File: src/rtl/core/gasp_pkg.sv
// ----------------------------------------------------------------------------
// gasp_pkg
// Shared types and constants of the glyph atlas skyline packer: register
// map, reset values and the command and status bundles between the
// controller and the datapath.
// ----------------------------------------------------------------------------
package gasp_pkg;

  localparam int ARITH_W = 18;
  localparam int ADDR_W  = 4;

  localparam logic [1:0] REG_PAGE_WIDTH  = 2'd0;
  localparam logic [1:0] REG_PAGE_HEIGHT = 2'd1;
  localparam logic [1:0] REG_SPACING     = 2'd2;

  localparam logic [12:0] PAGE_WIDTH_RESET  = 13'd1024;
  localparam logic [12:0] PAGE_HEIGHT_RESET = 13'd1024;
  localparam logic [7:0]  SPACING_RESET     = 8'd1;

  typedef struct packed {
    logic accept;
    logic check;
    logic scan_start;
    logic scan_step;
    logic place;
    logic emit;
  } gasp_cmd_t;

  typedef struct packed {
    logic oversize;
    logic scan_direct;
    logic scan_done;
    logic out_free;
  } gasp_sts_t;

endpackage

File: src/rtl/core/gasp_ctrl.sv
// ----------------------------------------------------------------------------
// gasp_ctrl
// Sequencer of the packer: takes an item, runs the fit check, walks the
// reference skyline one segment a cycle, places the glyph and hands the
// result to the output register.
// ----------------------------------------------------------------------------
module gasp_ctrl import gasp_pkg::*; (
  input  logic      clk,
  input  logic      rst,
  input  logic      in_valid,
  output logic      in_ready,
  input  gasp_sts_t sts,
  output gasp_cmd_t cmd
);

  localparam logic [2:0] S_IDLE  = 3'd0;
  localparam logic [2:0] S_CHECK = 3'd1;
  localparam logic [2:0] S_START = 3'd2;
  localparam logic [2:0] S_SCAN  = 3'd3;
  localparam logic [2:0] S_PLACE = 3'd4;
  localparam logic [2:0] S_EMIT  = 3'd5;

  logic [2:0] state;
  logic [2:0] state_next;

  always_ff @(posedge clk) begin
    if (rst) begin
      state <= S_IDLE;
    end else begin
      state <= state_next;
    end
  end

  assign in_ready = (state == S_IDLE);

  always_comb begin
    state_next = state;
    cmd        = '0;
    case (state)
      S_IDLE: begin
        if (in_valid) begin
          cmd.accept = 1'b1;
          state_next = S_CHECK;
        end
      end
      S_CHECK: begin
        cmd.check  = 1'b1;
        state_next = sts.oversize ? S_EMIT : S_START;
      end
      S_START: begin
        cmd.scan_start = 1'b1;
        state_next     = sts.scan_direct ? S_PLACE : S_SCAN;
      end
      S_SCAN: begin
        cmd.scan_step = 1'b1;
        if (sts.scan_done) begin
          state_next = S_PLACE;
        end
      end
      S_PLACE: begin
        cmd.place  = 1'b1;
        state_next = S_EMIT;
      end
      S_EMIT: begin
        if (sts.out_free) begin
          cmd.emit   = 1'b1;
          state_next = S_IDLE;
        end
      end
      default: begin
        state_next = S_IDLE;
      end
    endcase
  end

endmodule

File: config.mk
export PLATFORM = sky130hd
export DESIGN_NAME = gasp_ctrl
export DESIGN_NICKNAME = d
export VERILOG_FILES = /design/src/rtl/core/gasp_pkg.sv /design/src/rtl/core/gasp_ctrl.sv
export SDC_FILE = /design/constraint.sdc
export NUM_CORES = 1
export LEC_CHECK = 0
export ABC_AREA = 1
export BUFFER_PORTS_ARGS = -buffer_cell sky130_fd_sc_hd__buf_2
export CORE_AREA = 2 2 39 41
export CTS_CLUSTER_SIZE = 8
export DETAILED_ROUTE_END_ITERATION = 10
export DIE_AREA = 0 0 41 43
export PLACE_DENSITY = 0.51
export REMOVE_ABC_BUFFERS = 1
export SYNTH_ARGS = -nofsm -noshare
export SYNTH_HDL_FRONTEND = slang
export SYNTH_SLANG_ARGS = --single-unit
File: constraint.sdc
create_clock -name clk -period 1.73 [get_ports clk]
set_input_delay 0 -clock clk [delete_from_list [all_inputs] [get_ports clk]]
set_output_delay 0 -clock clk [all_outputs]
set_load 0.005 [all_outputs]
==> results of run 1 <==
==> cells by family (layout without fill, tap and decap cells) <==
| logic type | after synthesis | count (layout) | share of synthesized area [%] |
|---|---|---|---|
| AOI/OAI and AO/OA | 5 | 5 | 11.7 |
| buffers and inverters | 13 | 29 | 21.3 |
| DFF | 3 | 3 | 20.1 |
| and+or+nand+nor | 24 | 24 | 46.9 |
==> power groups by stage <==
stage	Sequential (µW)	Clock [µW]	Combinational (µW)
6_report	104	123	133
5_1_grt	106	128	145
4_1_cts	104	127	134
3_5_place_dp	105	0	130
3_3_place_gp	105	0	131
2_1_floorplan	101	0	85.5
==> how the worst max path moves through the flow <==
stage	to
finish	state[0]
CTS	state[0]
global route	state[2]
detailed placement	state[0]
floorplan	state[0]
global placement	state[2]
==> per-stage QoR <==
stage          utilization (%)  instance area, µm²  setup WS (ns)
6_report                  28.8                 398          0.579
5_1_grt                   28.8                 398          0.492
4_1_cts                   28.8                 398          0.571
3_5_place_dp              26.1                 362          0.583
3_3_place_gp              26.1                 362          0.589
2_1_floorplan                -                 277          0.684
==> synthesized netlist by cell type <==
cell type and number:
nor2_2 4, o211ai_1 1, nand2_1 4, nand2_2 2, inv_2 4, o21ai_0 1, a21oi_2 2, nor2_1 3
inv_1 7, nor3_1 2, nor2_4 1, nand3_1 4, nand2_4 1, nand3_2 1, a21oi_1 1, nand4_1 1
buf_6 2, dfxtp_1 3, nand3b_1 1
==> layout make-up <==
cell class,count,area (µm²)
Fill cell,162,986
Multi-Input combinational cell,29,175
Timing Repair Buffer,14,75.1
Sequential cell,3,60.1
Inverter,11,41.3
Clock buffer,4,26.3
Tap cell,16,20.0
==> worst max-delay path: cells and delay by family (launching register included) <==
kind / cells / cell delay (ns)
flip-flops: 1 / 0.50
AND/OR/NAND/NOR: 6 / 0.49
AO/OA/AOI/OAI: 1 / 0.05
==> per-layer routing <==
metal | part of all wire, % | vias to the layer above | routed length [µm] | GRT usage (%)
met5 | 0 | - | 0 | 0
met4 | 2.6 | 0 | 19 | 12.0
met3 | 4.9 | 2 | 36 | 1.57
met2 | 55 | 8 | 405 | 15.3
met1 | 37 | 152 | 276 | 7.01
li1 | - | 169 | - | -
==> flow_metrics.env, run 1 <==
export IMPL_path_cells="nand2_2 > nor2_4 > nand2_4 > nand2_2 > nor2_2 > nand2_1 > a21oi_2"
export IMPL_clock_skew_ns=0.000111
export IMPL_rr_worst_depth=7
export IMPL_avgRoutedWirePerCell_um=9.57
export IMPL_combinationalPowerShare_pct=36.9
export IMPL_synth_top_area_share_pct=20.1
export IMPL_seqPwrFrac_pct=28.9
export IMPL_holdCritPathClass="input pin to flip-flop"
export IMPL_yosys_cell_types_count=19
export IMPL_grt_max_degree=9
export IMPL_max_freq_mhz=869
export IMPL_p_sw_share_pct=37.7
export IMPL_final_common_cell="buf_2"
export IMPL_cts_setup_buffers=0
export IMPL_vias=331
export IMPL_final_setup_viol_count=0
export IMPL_hold_viol=0
export IMPL_power_net_switching_uw=136
export IMPL_grt_pass1_vias=274
export IMPL_place_gp_congestion=0.697
export IMPL_final_nets=69
export IMPL_setup_tns_ns=0
export IMPL_ys_warn_count=0
export IMPL_endpoint_kind="flip-flop"
export IMPL_crit_fanout=8
export IMPL_clk_pin_slew_ns=0.04
export IMPL_required_ns=1.85
export IMPL_grt_setup_unrepaired="false"
export IMPL_seq_area_frac_synth_pct=20.1
export IMPL_dieArea_um2=1760
export IMPL_fp_dieH_um=43
export IMPL_grtUsageTotal_pct=9.21
export IMPL_ff2ff_setup_slack_ns=0.58
export IMPL_peakVddDrop_uv=232
export IMPL_cts_sinks=3
export IMPL_drv_slew=0
export IMPL_insertedDiodeCount=0
export IMPL_stdcell_count=77
export IMPL_p_int_uw=224
export IMPL_via_per_inst=4.30
export IMPL_p_leak_uw=0.000225
export IMPL_syn_avg_cell_area_um2=6.65
export IMPL_largest_reg_flops=3
export IMPL_arrival_ns=1.27
export IMPL_worstSkewPairLatency_ns=0.23
export IMPL_worstHoldStart="sts[0]"
export IMPL_gr_total_overflow=0
export IMPL_dp_hpwl_um=590
export IMPL_power_uw=360
export IMPL_numPortBuffers=13
export IMPL_cts_tree="built"
export IMPL_status="finished clean"
export IMPL_ys_seq_elements=3
export IMPL_syn_to_final_growth_pct=33.1
export IMPL_drcViolationCount=0
export IMPL_crit_top_cell="nand2_2"
export IMPL_r2r_start="state[0]"
export IMPL_grt_first_pass_wirelength_um=986
export IMPL_timing_final_crit_period_ns=1.15
export IMPL_initial_core_util_pct=21.6
export IMPL_cts_resized=0
export IMPL_rows=14
export IMPL_core_um2=1380
export IMPL_timing_slew_headroom_pct=77.5
export IMPL_period_share_pct=66.5
export IMPL_synthCells=45
export IMPL_clkPwrFrac_pct=34.2
export IMPL_hold_path_endpoint="state[2]"
export IMPL_top_regs="state x3"
export IMPL_crit_slowest_cell="dfxtp_1"
export IMPL_hold_depth=4
export IMPL_ys_top_cells_by_area="dfxtp_1, inv_1, nor2_2"
export IMPL_first_pass_iters=4
export IMPL_drt_wl_total_um=737
export IMPL_htree_levels=1
export IMPL_synth_area_um2=299
export IMPL_dpl_cell_count=72
export IMPL_drtIter0Drc=17
export IMPL_die_x_um=41
export IMPL_power_density_nw_per_um2=906
export IMPL_criticalPathCategory="flip-flop to flip-flop"
export IMPL_antenna_found_initial=0
export IMPL_final_cell_mix="buf_2, inv_1"
export IMPL_antenna_left=0
export IMPL_clk_path_buf_depth=2
export IMPL_cts_hold_buf=1
export IMPL_largest_register="state"
export IMPL_r2r_end="state[0]"
export IMPL_root_buffer="clkbuf_4"
export IMPL_start_kind="flip-flop"
export IMPL_crit_start="state[0]"
export IMPL_drive_gt1_share_pct=50.8
export IMPL_max_stage_delay_ns=0.50
export IMPL_synth_top_area_cell="dfxtp_1"
export IMPL_num_io_pins=14
export IMPL_worstMarginPinSlew_ns=0.338
export IMPL_hold_ws_ns=0.0746
export IMPL_maxCapViolations=0
export IMPL_cts_made_buffers=3
No activity file was read; power rests on OpenSTA's default activity.
==> run 2: changes to the inputs <==
==> constraint.sdc (replaced) <==
create_clock -name clk -period 1.2 [get_ports clk]
set_input_delay 0 -clock clk [delete_from_list [all_inputs] [get_ports clk]]
set_output_delay 0 -clock clk [all_outputs]
set_load 0.005 [all_outputs]
==> run 2 against run 1 <==
  * Sequential cell count did not move
  * Count of clock-buffer cells in the layout unchanged
  * Worst setup slack got worse by 0.44 ns
  * Total power grew 46%
  * Combinational power increased by 45%
  * Clock skew increased by 0.0019 ns
  * Via count down 1.8%
  * Global-route usage rose by 0.43 points
  * Wire length is 8.5% lower
  * Final area increased by 2.5%
  * Final cell count grew 1.3%
  * Critical path type is now flip-flop to output port
==> flow_metrics.env, run 2 (synthesis results as in run 1) <==
export IMPL_hold_depth=4
export IMPL_drive_gt1_share_pct=54.8
export IMPL_final_nets=70
export IMPL_grt_max_degree=9
export IMPL_grt_setup_unrepaired="false"
export IMPL_pre_cts_ws_ns=0.0765
export IMPL_num_io_pins=14
export IMPL_die_x_um=41
export IMPL_arrival_ns=1.06
export IMPL_antenna_found_initial=0
export IMPL_status="finished clean"
export IMPL_initial_core_util_pct=21.6
export IMPL_hold_viol=0
export IMPL_period_share_pct=88.6
export IMPL_worstSkewPairLatency_ns=0.24
export IMPL_root_buffer="clkbuf_4"
export IMPL_place_gp_congestion=0.704
export IMPL_htree_levels=1
export IMPL_drt_wl_total_um=674
export IMPL_max_freq_mhz=941
export IMPL_dp_hpwl_um=517
export IMPL_gr_total_overflow=0
export IMPL_dieArea_um2=1760
export IMPL_power_density_nw_per_um2=1290
export IMPL_drcViolationCount=0
export IMPL_clock_skew_ns=0.00197
export IMPL_largest_reg_flops=3
export IMPL_cts_tree="built"
export IMPL_cts_made_buffers=3
export IMPL_final_common_cell="buf_2"
export IMPL_holdCritPathClass="input pin to flip-flop"
export IMPL_insertedDiodeCount=0
export IMPL_antenna_left=0
export IMPL_timing_final_crit_period_ns=1.06
export IMPL_setup_tns_ns=0
export IMPL_grt_first_pass_wirelength_um=1070
export IMPL_required_ns=1.20
export IMPL_top_regs="state x3"
export IMPL_grtUsageTotal_pct=9.64
export IMPL_via_per_inst=4.17
export IMPL_fin_ws_ns=0.137
export IMPL_clk_path_buf_depth=2
export IMPL_numPortBuffers=13
export IMPL_vias=325
export IMPL_final_util_pct=29.5
export IMPL_clk_pin_slew_ns=0.04
export IMPL_maxCapViolations=0
export IMPL_crit_fanout=8
export IMPL_syn_to_final_growth_pct=36.4
export IMPL_first_pass_iters=2
export IMPL_final_cell_mix="buf_2, inv_1"
export IMPL_largest_register="state"
export IMPL_timing_slew_headroom_pct=87.8
export IMPL_hold_ws_ns=0.0528
export IMPL_drv_slew=0
export IMPL_peakVddDrop_uv=403
export IMPL_rows=14
export IMPL_endpoint_kind="output port"
export IMPL_worstMarginPinSlew_ns=0.183
export IMPL_drtIter0Drc=3
export IMPL_rr_worst_depth=6
export IMPL_core_um2=1380
export IMPL_final_setup_viol_count=0
export IMPL_criticalPathCategory="flip-flop to output port"
export IMPL_avgRoutedWirePerCell_um=8.64
export IMPL_grt_pass1_vias=271
export IMPL_start_kind="flip-flop"
export IMPL_cts_setup_buffers=0
export IMPL_fp_dieH_um=43
export IMPL_p_leak_uw=0.000231
export IMPL_cts_sinks=3
## run 2: changes by cell type in the layout (fill, tap and decap cells not counted), sizes merged
cell / previous run / this run
buf: 13 / 14
## run 2: worst max-delay path, cell delays in order, from the launching register on
cell and delay [ns]:
dfxtp_2 0.36, nor2_2 0.15, inv_2 0.06, nor3_1 0.12, buf_2 0.13
## run 2: area by class of cell
| type | count | area [µm²] |
|---|---|---|
| multi-input combinational | 29 | 175 |
| fill | 166 | 976 |
| clock buffer | 4 | 26.3 |
| inverter | 11 | 41.3 |
| tap | 16 | 20.0 |
| timing repair buffer | 15 | 82.6 |
| sequential | 3 | 62.6 |
## run 2: repair_timing
item,4_1_cts,5_1_grt
endpoints found under the hold margin,2,0
gates resized for setup,0,2
setup endpoints to repair,0,3
hold buffers,1,0
## run 2: path summary, 6_finish.rpt
check,start,to,slack [ns]
hold / removal,sts[0],state[2],0.05
hold reg to reg,state[0],state[2],0.65
setup reg to reg,state[1],state[2],0.19
setup / recovery,state[0],cmd[5],0.14
## run 2: where the power goes
| part | switching, µW | internal (µW) |
|---|---|---|
| Combinational | 104 | 88.3 |
| Clock | 56.8 | 125 |
| Sequential | 34.0 | 118 |
| Total | 195 | 332 |
## run 2: routing by layer
layer  up-vias  GRT usage, %  share of wire (%)
li1        176             -                  -
met1       137          11.6                 43
met2        10          12.2                 49
met3         2          4.71                5.3
met4         0          8.00                2.5
met5         -             0                  0
## run 2: stage by stage
| step | power [µW] | area (µm²) | instances |
|---|---|---|---|
| after detailed placement | 342 | 369 | 73 |
| after global placement | 343 | 369 | 73 |
| after floorplan | 269 | 277 | 43 |
| after global routing | 580 | 408 | 78 |
| after CTS | 534 | 405 | 78 |
| final | 527 | 408 | 78 |
